`config.mk`:
```
export PLATFORM = sky130hd
export DESIGN_NAME = serial_command_line_editor
export DESIGN_NICKNAME = d
export VERILOG_FILES = /design/src/sv/scle_pkg.sv /design/src/sv/serial_command_line_editor.sv /design/src/sv/scle_front.sv /design/src/sv/scle_fifo.sv /design/src/sv/scle_back.sv
export SDC_FILE = /design/constraint.sdc
export NUM_CORES = 1
export LEC_CHECK = 0
export BUFFER_PORTS_ARGS = -buffer_cell sky130_fd_sc_hd__buf_2
export CORE_AREA = 5 5 272 274
export DETAILED_ROUTE_END_ITERATION = 7
export DIE_AREA = 0 0 277 279
export GPL_TIMING_DRIVEN = 0
export HOLD_SLACK_MARGIN = 0.05
export PLACE_DENSITY_LB_ADDON = 0.15
export SYNTH_ARGS = -nofsm -noshare
export SYNTH_HDL_FRONTEND = slang
export SYNTH_SLANG_ARGS = --single-unit
```
`constraint.sdc`:
```
create_clock -name clk_i -period 4.46 [get_ports clk_i]
set_input_delay 0.446 -clock clk_i [delete_from_list [all_inputs] [get_ports clk_i]]
set_output_delay 0.446 -clock clk_i [all_outputs]
set_load 0.01 [all_outputs]
```
`src/sv/scle_pkg.sv`:
```
// ----------------------------------------------------------------------------
// scle_pkg
// Shared types, constants and command table of the serial command line editor.
// ----------------------------------------------------------------------------
package scle_pkg;

  localparam int unsigned LINE_DEPTH_DEF = 64;
  localparam int unsigned FILL_W         = 8;
  localparam int unsigned NUM_CMDS       = 7;
  localparam int unsigned CMD_MAX        = 22;
  localparam int unsigned CMD_BITS       = CMD_MAX * 8;
  localparam int unsigned CMD_IDX_W      = 3;
  localparam int unsigned CMD_POS_W      = 5;
  localparam int unsigned Q_DEPTH        = 2;
  localparam int unsigned Q_PTR_W        = 1;

  localparam logic [7:0] CH_BS   = 8'h08;
  localparam logic [7:0] CH_LF   = 8'h0A;
  localparam logic [7:0] CH_SP   = 8'h20;
  localparam logic [7:0] CH_DEL  = 8'h7F;
  localparam logic [7:0] CH_LOW  = 8'h20;
  localparam logic [7:0] CH_HIGH = 8'h7E;

  typedef enum logic [1:0] {
    OP_PRINT,
    OP_ERASE,
    OP_NEWLINE
  } op_e;

  typedef enum logic [1:0] {
    KIND_ECHO    = 2'd0,
    KIND_CMD     = 2'd1,
    KIND_UNKNOWN = 2'd2
  } kind_e;

  typedef struct packed {
    op_e        op;
    logic [7:0] data;
  } op_t;

  typedef struct packed {
    kind_e                kind;
    logic [7:0]           tx_byte;
    logic [CMD_IDX_W-1:0] command_index;
    logic [CMD_POS_W-1:0] argument_start;
    logic [FILL_W-1:0]    line_length;
    logic                 last;
  } res_t;

  // strings right-justified: last character in the low byte
  localparam logic [CMD_BITS-1:0] CMD_TEXT [NUM_CMDS] = '{
    CMD_BITS'("ping"),
    CMD_BITS'("reset"),
    CMD_BITS'("write wifi passphrase "),
    CMD_BITS'("write wifi ssid "),
    CMD_BITS'("get ip"),
    CMD_BITS'("get status"),
    CMD_BITS'("help")
  };

  localparam logic [CMD_POS_W-1:0] CMD_LEN [NUM_CMDS] = '{
    5'd4, 5'd5, 5'd22, 5'd16, 5'd6, 5'd10, 5'd4
  };

  function automatic logic [CMD_POS_W-1:0] cmd_len(input logic [CMD_IDX_W-1:0] idx);
    return CMD_LEN[idx];
  endfunction

  function automatic logic [7:0] cmd_char(input logic [CMD_IDX_W-1:0] idx,
                                          input logic [CMD_POS_W-1:0] pos);
    logic [CMD_POS_W-1:0] sel;
    sel = CMD_LEN[idx] - pos - 5'd1;
    return CMD_TEXT[idx][sel*8 +: 8];
  endfunction

endpackage

```
`src/sv/serial_command_line_editor.sv`:
```
// ----------------------------------------------------------------------------
// serial_command_line_editor
// Line editor for a serial console with command prefix matching.
// ----------------------------------------------------------------------------
// usage
//   slave stream: one received byte per beat in s_axis_tdata
//   master stream: echo bytes (tuser echo) and, after a non-empty line,
//   one command report (tuser recognized or unknown); tlast marks the final
//   beat caused by one received byte
//   a printable byte echoes through the queue and the output register; erase
//   gives three beats; a line feed gives its echo, then the report after
//   matching, one stored character read per cycle from the line store
//   against the command table
//   dropped bytes give no beats
//   a two-entry operation queue sits between the byte classifier and the
//   line engine, so input beats keep being taken while a result waits
//   when the receiver holds m_axis_tready low the engine stops at its output
//   register and the queue fills, then s_axis_tready falls
//   reset empties the line, the queue and the output register
// ----------------------------------------------------------------------------
module serial_command_line_editor import scle_pkg::*; #(
  parameter int unsigned LINE_DEPTH = LINE_DEPTH_DEF
) (
  input  logic        clk_i,
  input  logic        rst_ni,
  input  logic        s_axis_tvalid,
  output logic        s_axis_tready,
  input  logic [7:0]  s_axis_tdata,   // rx_byte[7:0]
  output logic        m_axis_tvalid,
  input  logic        m_axis_tready,
  output logic [23:0] m_axis_tdata,   // tx_byte[7:0], command_index[10:8],
                                      // argument_start[15:11], line_length[23:16]
  output logic [1:0]  m_axis_tuser,   // kind[1:0]
  output logic        m_axis_tlast    // last
);

  logic q_full;
  logic q_push;
  op_t  q_push_op;
  logic q_pop;
  op_t  q_pop_op;
  logic q_empty;
  res_t res;

  scle_front u_front (
    .s_axis_tvalid (s_axis_tvalid),
    .s_axis_tready (s_axis_tready),
    .s_axis_tdata  (s_axis_tdata),
    .q_full_i      (q_full),
    .q_push_o      (q_push),
    .q_op_o        (q_push_op)
  );

  scle_fifo u_fifo (
    .clk_i     (clk_i),
    .rst_ni    (rst_ni),
    .push_i    (q_push),
    .push_op_i (q_push_op),
    .full_o    (q_full),
    .pop_i     (q_pop),
    .pop_op_o  (q_pop_op),
    .empty_o   (q_empty)
  );

  scle_back #(
    .LINE_DEPTH (LINE_DEPTH)
  ) u_back (
    .clk_i       (clk_i),
    .rst_ni      (rst_ni),
    .q_empty_i   (q_empty),
    .q_op_i      (q_pop_op),
    .q_pop_o     (q_pop),
    .res_valid_o (m_axis_tvalid),
    .res_ready_i (m_axis_tready),
    .res_o       (res)
  );

  assign m_axis_tdata = {res.line_length, res.argument_start, res.command_index, res.tx_byte};
  assign m_axis_tuser = res.kind;
  assign m_axis_tlast = res.last;

endmodule

```
`src/sv/scle_front.sv`:
```
// ----------------------------------------------------------------------------
// scle_front
// Takes received bytes, sorts them into print, erase and newline operations
// and pushes those into the operation queue; all other bytes are dropped.
// ----------------------------------------------------------------------------
module scle_front import scle_pkg::*; (
  input  logic       s_axis_tvalid,
  output logic       s_axis_tready,
  input  logic [7:0] s_axis_tdata,   // rx_byte[7:0]
  input  logic       q_full_i,
  output logic       q_push_o,
  output op_t        q_op_o
);

  logic keep;

  always_comb begin
    keep         = 1'b1;
    q_op_o.data  = s_axis_tdata;
    q_op_o.op    = OP_PRINT;
    if (s_axis_tdata == CH_LF) begin
      q_op_o.op = OP_NEWLINE;
    end else if (s_axis_tdata == CH_BS || s_axis_tdata == CH_DEL) begin
      q_op_o.op = OP_ERASE;
    end else if (s_axis_tdata < CH_LOW || s_axis_tdata > CH_HIGH) begin
      keep = 1'b0;
    end
  end

  assign s_axis_tready = !q_full_i;
  assign q_push_o      = s_axis_tvalid && !q_full_i && keep;

endmodule

```
`src/sv/scle_fifo.sv`:
```
// ----------------------------------------------------------------------------
// scle_fifo
// Short operation queue between the byte classifier and the line engine.
// ----------------------------------------------------------------------------
module scle_fifo import scle_pkg::*; (
  input  logic clk_i,
  input  logic rst_ni,
  input  logic push_i,
  input  op_t  push_op_i,
  output logic full_o,
  input  logic pop_i,
  output op_t  pop_op_o,
  output logic empty_o
);

  op_t                entry_q [Q_DEPTH];
  logic [Q_PTR_W-1:0] wr_ptr_q;
  logic [Q_PTR_W-1:0] rd_ptr_q;
  logic [Q_PTR_W:0]   count_q;

  assign full_o   = count_q == (Q_PTR_W+1)'(Q_DEPTH);
  assign empty_o  = count_q == '0;
  assign pop_op_o = entry_q[rd_ptr_q];

  always_ff @(posedge clk_i) begin
    if (push_i) begin
      entry_q[wr_ptr_q] <= push_op_i;
    end
  end

  always_ff @(posedge clk_i or negedge rst_ni) begin
    if (!rst_ni) begin
      wr_ptr_q <= '0;
      rd_ptr_q <= '0;
      count_q  <= '0;
    end else begin
      if (push_i) begin
        wr_ptr_q <= wr_ptr_q + 1'b1;
      end
      if (pop_i) begin
        rd_ptr_q <= rd_ptr_q + 1'b1;
      end
      if (push_i && !pop_i) begin
        count_q <= count_q + 1'b1;
      end else if (pop_i && !push_i) begin
        count_q <= count_q - 1'b1;
      end
    end
  end

endmodule

```
`src/sv/scle_back.sv`:
```
// ----------------------------------------------------------------------------
// scle_back
// Line engine: holds the line store and fill count, emits echo and report beats
// and matches a finished line against the command table one character a cycle.
// ----------------------------------------------------------------------------
module scle_back import scle_pkg::*; #(
  parameter int unsigned LINE_DEPTH = LINE_DEPTH_DEF
) (
  input  logic clk_i,
  input  logic rst_ni,
  input  logic q_empty_i,
  input  op_t  q_op_i,
  output logic q_pop_o,
  output logic res_valid_o,
  input  logic res_ready_i,
  output res_t res_o
);

  localparam int unsigned AW = $clog2(LINE_DEPTH);

  typedef enum logic [2:0] {
    ST_IDLE,
    ST_ERASE_SP,
    ST_ERASE_BS,
    ST_MATCH_CHK,
    ST_MATCH_CMP,
    ST_REPORT
  } state_e;

  state_e               state_q;
  logic [FILL_W-1:0]    fill_q;
  logic [CMD_IDX_W-1:0] cmd_q;
  logic [CMD_POS_W-1:0] pos_q;
  logic                 hit_q;
  logic                 out_valid_q;
  res_t                 out_q;

  logic [7:0]    line_mem [LINE_DEPTH];
  logic [7:0]    rdata_q;
  logic [AW-1:0] raddr;
  logic          can_load;
  logic          room;
  logic          wr_en;
  logic          out_load;

  assign can_load = !out_valid_q || res_ready_i;
  assign q_pop_o  = (state_q == ST_IDLE) && !q_empty_i && can_load;
  assign room     = ({1'b0, fill_q} + 9'd1) < 9'(LINE_DEPTH);
  assign wr_en    = q_pop_o && (q_op_i.op == OP_PRINT) && room;
  assign raddr    = (state_q == ST_MATCH_CMP) ? AW'(pos_q + 5'd1) : '0;

  always_comb begin
    out_load = 1'b0;
    unique case (state_q)
      ST_IDLE: begin
        out_load = q_pop_o && (((q_op_i.op == OP_PRINT) && room) ||
                               ((q_op_i.op == OP_ERASE) && (fill_q != '0)) ||
                               (q_op_i.op == OP_NEWLINE));
      end
      ST_ERASE_SP, ST_ERASE_BS, ST_REPORT: begin
        out_load = can_load;
      end
      default: out_load = 1'b0;
    endcase
  end

  always_ff @(posedge clk_i) begin
    if (wr_en) begin
      line_mem[fill_q[AW-1:0]] <= q_op_i.data;
    end
    rdata_q <= line_mem[raddr];
  end

  function automatic res_t echo(input logic [7:0] b, input logic lst);
    res_t r;
    r         = '0;
    r.kind    = KIND_ECHO;
    r.tx_byte = b;
    r.last    = lst;
    return r;
  endfunction

  always_ff @(posedge clk_i or negedge rst_ni) begin
    if (!rst_ni) begin
      state_q     <= ST_IDLE;
      fill_q      <= '0;
      cmd_q       <= '0;
      pos_q       <= '0;
      hit_q       <= 1'b0;
      out_valid_q <= 1'b0;
      out_q       <= '0;
    end else begin
      if (out_load) begin
        out_valid_q <= 1'b1;
      end else if (res_ready_i) begin
        out_valid_q <= 1'b0;
      end
      unique case (state_q)
        ST_IDLE: begin
          if (q_pop_o) begin
            unique case (q_op_i.op)
              OP_PRINT: begin
                if (room) begin
                  out_q  <= echo(q_op_i.data, 1'b1);
                  fill_q <= fill_q + 1'b1;
                end
              end
              OP_ERASE: begin
                if (fill_q != '0) begin
                  out_q   <= echo(CH_BS, 1'b0);
                  fill_q  <= fill_q - 1'b1;
                  state_q <= ST_ERASE_SP;
                end
              end
              OP_NEWLINE: begin
                out_q <= echo(CH_LF, fill_q == '0);
                if (fill_q != '0) begin
                  cmd_q   <= '0;
                  state_q <= ST_MATCH_CHK;
                end
              end
              default: ;
            endcase
          end
        end
        ST_ERASE_SP: begin
          if (can_load) begin
            out_q   <= echo(CH_SP, 1'b0);
            state_q <= ST_ERASE_BS;
          end
        end
        ST_ERASE_BS: begin
          if (can_load) begin
            out_q   <= echo(CH_BS, 1'b1);
            state_q <= ST_IDLE;
          end
        end
        ST_MATCH_CHK: begin
          if (fill_q < FILL_W'(cmd_len(cmd_q))) begin
            if (cmd_q == CMD_IDX_W'(NUM_CMDS - 1)) begin
              hit_q   <= 1'b0;
              state_q <= ST_REPORT;
            end else begin
              cmd_q <= cmd_q + 1'b1;
            end
          end else begin
            pos_q   <= '0;
            state_q <= ST_MATCH_CMP;
          end
        end
        ST_MATCH_CMP: begin
          if (rdata_q == cmd_char(cmd_q, pos_q)) begin
            if (pos_q + 5'd1 == cmd_len(cmd_q)) begin
              hit_q   <= 1'b1;
              state_q <= ST_REPORT;
            end else begin
              pos_q <= pos_q + 5'd1;
            end
          end else if (cmd_q == CMD_IDX_W'(NUM_CMDS - 1)) begin
            hit_q   <= 1'b0;
            state_q <= ST_REPORT;
          end else begin
            cmd_q   <= cmd_q + 1'b1;
            state_q <= ST_MATCH_CHK;
          end
        end
        ST_REPORT: begin
          if (can_load) begin
            out_q.tx_byte     <= '0;
            out_q.line_length <= fill_q;
            out_q.last        <= 1'b1;
            if (hit_q) begin
              out_q.kind           <= KIND_CMD;
              out_q.command_index  <= cmd_q;
              out_q.argument_start <= cmd_len(cmd_q);
            end else begin
              out_q.kind           <= KIND_UNKNOWN;
              out_q.command_index  <= '0;
              out_q.argument_start <= '0;
            end
            fill_q  <= '0;
            state_q <= ST_IDLE;
          end
        end
        default: state_q <= ST_IDLE;
      endcase
    end
  end

  assign res_valid_o = out_valid_q;
  assign res_o       = out_q;

endmodule

```
# Word-level counts from Yosys, hierarchy flattened
# Memory sizes are Yosys's and may differ from the RTL's. A register that Yosys moved wholly into a read port is not among the register bits.
# Cells that the tools add are included.
dict set report totals {
  ff_bits 52
  ram_bits 532
  rom_bits 1448
  out_inout_bits 29
  elab_cells 175
  n_memories 4
}
dict set report classes {
  addsub 12
  n_lt_le_gt_ge 5
  n_eq_ne 34
  shifts 1
  n_mux 63
  bitwise_logic 1
  n_reduce_logical 40
}
# memory depth width read_ports rd_clocked_by_memory_dff wr line
set memory_table {}
lappend memory_table {{(name not given)} 8 176 1 0 0 scle_pkg.sv:73} ;# return CMD_TEXT[idx][sel*8 +: 8];
lappend memory_table {u_back.line_mem 64 8 1 1 1 scle_back.sv:38} ;# logic [7:0] line_mem [LINE_DEPTH];
lappend memory_table {{(name not given)} 8 5 1 0 0 scle_pkg.sv:66} ;# return CMD_LEN[idx];
lappend memory_table {u_fifo.entry_q 2 10 1 0 1 scle_fifo.sv:16} ;# op_t entry_q [Q_DEPTH];
# op count
set op_table {}
lappend op_table {{2-to-1 mux 176 bit} 2}
lappend op_table {{indexed part select 176 x 9 -> 8 bit} 1}
lappend op_table {{2-to-1 mux 27 bit} 6}
lappend op_table {{one-hot mux 27 bit (4 select lines)} 1}
lappend op_table {{one-hot mux 27 bit (3 select lines)} 1}
lappend op_table {{2-to-1 mux 3 bit} 16}
lappend op_table {{2-to-1 mux 8 bit} 5}
lappend op_table {{one-hot mux 8 bit (2 select lines)} 2}
lappend op_table {{2-to-1 mux 5 bit} 5}
lappend op_table {{!= test 3 bit (second input constant)} 6}
lappend op_table {{equality test 8 x 4 -> 1 bit (second input constant)} 2}
lappend op_table {{AND reduction 8 bit} 2}
lappend op_table {{one-hot mux 3 bit (5 select lines)} 1}
lappend op_table {{2-to-1 mux 1 bit} 14}
lappend op_table {{!= test 2 x 1 -> 1 bit (second input constant)} 6}
lappend op_table {{!= test 2 bit (second input constant)} 6}
lappend op_table {{AND reduction 6 bit} 2}
lappend op_table {{logical AND 1 bit} 11}
lappend op_table {{one-hot mux 5 bit (2 select lines)} 1}
lappend op_table {{adder 8 x 1 -> 9 bit (second input constant)} 1}
lappend op_table {{equality test 3 bit (second input constant)} 3}
lappend op_table {{< comparator 9 x 7 -> 1 bit (second input constant)} 1}
lappend op_table {{one-hot mux 3 bit (3 select lines)} 1}
lappend op_table {{adder 8 x 1 -> 8 bit (second input constant)} 1}
lappend op_table {{40 further kinds} 59}

# Depth between registers and ports, before layout
dict set report depth {
  ltp_word 10
  mapped_depth 19
  ltp_nobuf 15
}

# By module
# Synthesis repeated with hierarchy kept, for this count alone.
dict set report hier_totals {
  hier_cells 1854
  hier_area_um2 23736.5
}
# mod instances cells_each area_per_inst_um2 seq_area_each_um2
set modules_own_cells {}
lappend modules_own_cells {scle_back 1 1786 22639.2 14814.2}
lappend modules_own_cells {scle_fifo 1 47 947.2 700.7}
lappend modules_own_cells {scle_front 1 21 150.1 0.0}

# Worst setup path before layout
# No wires, ideal clock.
dict set report synth_path {
  path_type {register to register}
  from {register u_back.cmd_q[1]}
  to {register u_back.cmd_q[0]}
  setup_time_ns 0.128
  t_arrival_ns 4.773
  required_ns 4.332
  path_slack_ns -0.440
  path_stages_with_launch 20
  n_path_buf 5
  period_less_slack_ns 4.900
  path_cell_list {dfrtp_1 inv_1 ha_1 buf_6 buf_2 nor3b_1 inv_1 fa_1 clkbuf_1 buf_2 clkbuf_1 o211ai_1 o21ai_0 nand2_1 a31o_2 or4_1 nand4_1 nand2_1 o31ai_2 mux2_1}
}
dict set report synth_via {
  elab_chain_cells 10
}
# element line
set synth_lines {}
lappend synth_lines {{from (decl)} scle_back.sv:32} ;# logic [CMD_IDX_W-1:0] cmd_q;
lappend synth_lines {{from (signal assigned)} scle_back.sv:144} ;# cmd_q <= cmd_q + 1'b1;
lappend synth_lines {{from (signal assigned)} scle_back.sv:163} ;# cmd_q <= cmd_q + 1'b1;
lappend synth_lines {{NOT 3 -> 4 bit (not written as such)} {scle_pkg.sv:66, scle_pkg.sv:72, scle_pkg.sv:73}}
lappend synth_lines {{memory read (8 x 5 bit)} --}
lappend synth_lines {{2-to-1 mux 5 bit (not written as such) (2 in series)} scle_pkg.sv:66}
lappend synth_lines {{subtractor 5 bit} scle_pkg.sv:72} ;# sel = CMD_LEN[idx] - pos - 5'd1;
lappend synth_lines {{subtractor 5 x 1 -> 5 bit} scle_pkg.sv:72}
lappend synth_lines {{indexed part select 176 x 9 -> 8 bit} scle_pkg.sv:73}
lappend synth_lines {{equality test 8 bit} scle_back.sv:152} ;# if (rdata_q == cmd_char(cmd_q, pos_q)) begin
lappend synth_lines {{!= test 2 bit (no line)} --}
lappend synth_lines {{AND reduction 6 bit (no line)} --}
# Several ways; a longest one is shown, not always the timed one. The select of a mux whose other input is x is not followed.
# A chain may end at the register's enable or synchronous reset.

# Final worst setup path
dict set report layout_path {
  from {register u_back.pos_q[1]}
  to {register u_back.rdata_q[5] (read register of u_back.line_mem)}
}
dict set report layout_via {
  elab_chain_cells 2
}
# element line
set layout_lines {}
lappend layout_lines {{from (decl)} scle_back.sv:33} ;# logic [CMD_POS_W-1:0] pos_q;
lappend layout_lines {{from (signal assigned)} scle_back.sv:157} ;# pos_q <= pos_q + 5'd1;
lappend layout_lines {{adder 5 x 1 -> 6 bit} scle_back.sv:50} ;# assign raddr = (state_q == ST_MATCH_CMP) ? AW'(pos_q + 5'd1) : '0;
lappend layout_lines {{2-to-1 mux 6 bit} scle_back.sv:50}
lappend layout_lines {{to (decl)} scle_back.sv:39} ;# logic [7:0] rdata_q;
# No other way between the ends.

==> run summary <==
syn nets -> 1780
initial antenna violation count -> 1
largest net degree at the start of global routing -> 66
global-route wire length before repair -> 111000 um
Final period util -> 97.8%
grt total ovfl -> 0
status -> completed
# IOs -> 41
setup_tns -> 0 ps
HP Class -> input port to flop
routed wl met2 -> 36500 um
kind of critical path -> flop to flop
Detail Route Antenna Nets -> 0
Post-Layout Cell Count -> 2854
final wirelength -> 77200 um
Sink Count -> 480
Tmin final -> 4360 ps
all-layer global routing usage -> 19.3%
number of buffers added on ports -> 40
CP startpoint kind -> flop
Final Hold Vio Count -> 0
Yosys warnings -> 0
count of final setup violators -> 0
clk buf depth -> 3
skew final -> 53.6 ps
Critical-path top delay cell -> buf_1
P_leak -> 0.00856 uW
crit-path max FO -> 10
placed instance count -> 2728
DR top layer -> met4
max cap viols -> 0
ys async rst share -> 10.8%
critical-path cell list -> ha_1 -> xor2_1 -> clkbuf_2 -> buf_1 -> buf_1 -> o211ai_1 -> o31a_1 -> o21ai_0 -> o21a_1
CTS root buffer -> clkbuf_16
CP delay by family, top -> buffers and inverters
Clock transition at path regs -> 60 ps
vias -> 15600
Distinct cells, synth -> 82
wire per inst -> 27.1 um
Pre-antenna DRT Iters -> 5
initial cell density of the core -> 30.7%
Post-synth EDFFs -> 420
die span in y -> 279 um
met3 WL post-DR -> 3910 um
Detailed Place HPWL -> 52400 um
initial DRC count -> 1627
Crit path top cell by count -> buf_1
kind of end point of the critical path -> flop
post-synthesis cell area -> 21900 um2
placement row count -> 98
WP data required -> 4980 ps
area of the multi-input gates -> 7450 um2
Hold WS -> 84.5 ps
post-synthesis sequential area ratio -> 64.4%
Final Slew Violations -> 0
routability cong. -> 0.883
Filler cells -> 6980
crit path DAT -> 4890 ps
Layout Nets -> 1911
die area -> 77300 um2
VDD IR max -> 0.381 mV
DRC viols -> 0
Seq. cell area -> 14100 um2
CP peak stage delay -> 740 ps
Skew-Pair Late Insertion Delay -> 640 ps
relative slew slack -> 8.51%
core area -> 71100 um2
share of layout cells above drive strength 1 -> 15.7%
Mapped Cells -> 1733
Area Growth Syn to Fin -> 18.1%
Worst Max-Slew Pin Slew -> 1370 ps
CTS tree -> yes
fmax -> 229 MHz
Post-Syn Area per Cell -> 12.6 um2
PwrDens -> 596 nW/um2
Worst Path Buf+Inv -> 3
total power -> 15400 uW
H-tree levels -> 2
Synth Flop Type -> edfxtp_1
Inserted Clock Buffers -> 53
vias in the first global route -> 15300
Via density -> 5.45
register bit count reported by yosys -> 480
met1 wire length -> 34500 um
Die Width -> 277 um
==> metrics by stage <==
step,setup slack (ps),instance area (um2),util (%)
finish,97.8,25800,36.3
global route,-20.6,25800,36.3
CTS,0.491,25500,35.9
detailed placement,-1050,23400,32.9
global placement,-1190,23300,32.7
floorplan,28.8,21900,-
==> kinds of logic after synthesis <==
kind of cell / share of synthesized area (%)
AOI/OAI and AO/OA: 13.7
xor gates and xnor gates: 1.25
adders and majority gates: 2.07
buffers and inverters: 2.99
DFF: 64.4
muxes: 5.34
other: 0.0172
and+or+nand+nor: 10.3
==> layout make-up <==
cell class                 count  area share, %
sequential                   480           54.5
multi-input combinational   1096           28.9
clock buffer                  70           5.46
tap                          950           4.60
buffer                       122           2.49
timing repair buffer          79           2.40
clock inverter                24           1.12
inverter                      32          0.523
antenna                        1        0.00969
==> synthesized netlist by cell type, types with 15 or more instances <==
cell type | instances | area, um2
edfxtp_1 | 420 | 12600
nand2_1 | 204 | 766
nor2_1 | 118 | 443
o21ai_0 | 98 | 490
a21oi_1 | 95 | 475
clkbuf_1 | 83 | 312
mux2i_1 | 58 | 581
dfrtp_1 | 52 | 1300
o221ai_1 | 50 | 438
nand3_1 | 38 | 190
a211oi_1 | 37 | 278
ha_1 | 33 | 413
inv_1 | 31 | 116
and3_1 | 28 | 175
mux2_2 | 28 | 315
a311oi_1 | 25 | 219
o31ai_1 | 24 | 180
nor3_1 | 22 | 110
o22ai_1 | 21 | 131
buf_1 | 20 | 75.1
nor2b_1 | 17 | 106
a31oi_1 | 16 | 100
xnor2_1 | 16 | 140
buf_2 | 15 | 75.1
==> sequential cells by signal (all words and copies together) (netlist names) <==
name                count
u_fifo.wr_ptr_q         1
u_back.hit_q            1
u_back.cmd_q            3
u_fifo.rd_ptr_q         1
u_back.line_mem       400
u_back.state_q          3
u_back.pos_q            5
u_back.fill_q           8
u_back.res_valid_o      1
u_fifo.count_q          2
u_back.res_o           27
u_fifo.entry_q         20
u_back.rdata_q          8
==> cell usage in the layout (no fill, tap or decap), types with 15 or more instances in the layout <==
| cell type | Yosys | final |
|---|---|---|
| inv_1 | 31 | 20 |
| a311oi_1 | 25 | 24 |
| mux2_2 | 28 | 28 |
| and3_1 | 28 | 27 |
| nor2b_1 | 17 | 17 |
| a211oi_1 | 37 | 36 |
| nor2_1 | 118 | 114 |
| o31ai_1 | 24 | 23 |
| buf_2 | 15 | 50 |
| clkbuf_2 | 0 | 16 |
| dfrtp_1 | 52 | 49 |
| clkbuf_16 | 0 | 54 |
| ha_1 | 33 | 29 |
| a31oi_1 | 16 | 15 |
| mux2i_1 | 58 | 57 |
| nand2_1 | 204 | 201 |
| nor3_1 | 22 | 21 |
| a21oi_1 | 95 | 93 |
| edfxtp_1 | 420 | 420 |
| o21ai_0 | 98 | 94 |
| buf_4 | 2 | 27 |
| clkbuf_1 | 83 | 80 |
| nand3_1 | 38 | 37 |
| o22ai_1 | 21 | 21 |
| o221ai_1 | 50 | 49 |
==> power breakdown <==
part           internal, uW  switching (uW)  total, uW
clock                  2520            1840       4360
combinational          1830            3670       5490
sequential             5410             124       5530
==> path summary, 6_finish.rpt <==
kind                                              start                              to  depth (start not counted)  slack, ps
setup / recovery            u_back.pos_q[1]$_DFFE_PN0P_       u_back.rdata_q[5]$_DFF_P_                          9        100
hold / removal                          s_axis_tdata[0]  u_fifo.entry_q[1][0]$_DFFE_PP_                          1         80
setup reg to reg            u_back.pos_q[1]$_DFFE_PN0P_       u_back.rdata_q[5]$_DFF_P_                          9        100
hold reg to reg            u_back.res_o[24]$_DFFE_PN0P_    u_back.res_o[24]$_DFFE_PN0P_                          2        480
max in group asynchronous                        rst_ni     u_back.cmd_q[1]$_DFFE_PN0P_                          2       3450
min in group asynchronous                        rst_ni    u_back.res_o[17]$_DFFE_PN0P_                          2        450
==> worst reg2reg max path, cell delays in order, from the launching register on <==
cell and delay [ps]:
dfrtp_1 470, ha_1 310, xor2_1 470, clkbuf_2 420, buf_1 750, buf_1 650
o211ai_1 210, o31a_1 180, o21ai_0 600, o21a_1 210
==> timing repair <==
item                                   CTS  global route
endpoints found under the hold margin   12            52
pin swaps                                9            18
setup buffers                           19             7
resized for setup                       76            60
setup endpoints to repair               20            20
cloned                                   0             1
hold buffers                             6             1
==> per-layer routing <==
layer	vias to the layer above	global-route usage, %
met5	-	0
met1	8054	27.0
met4	0	5.47
li1	6910	-
met3	114	2.43
met2	485	31.9
No activity file was read; power rests on OpenSTA's default activity.
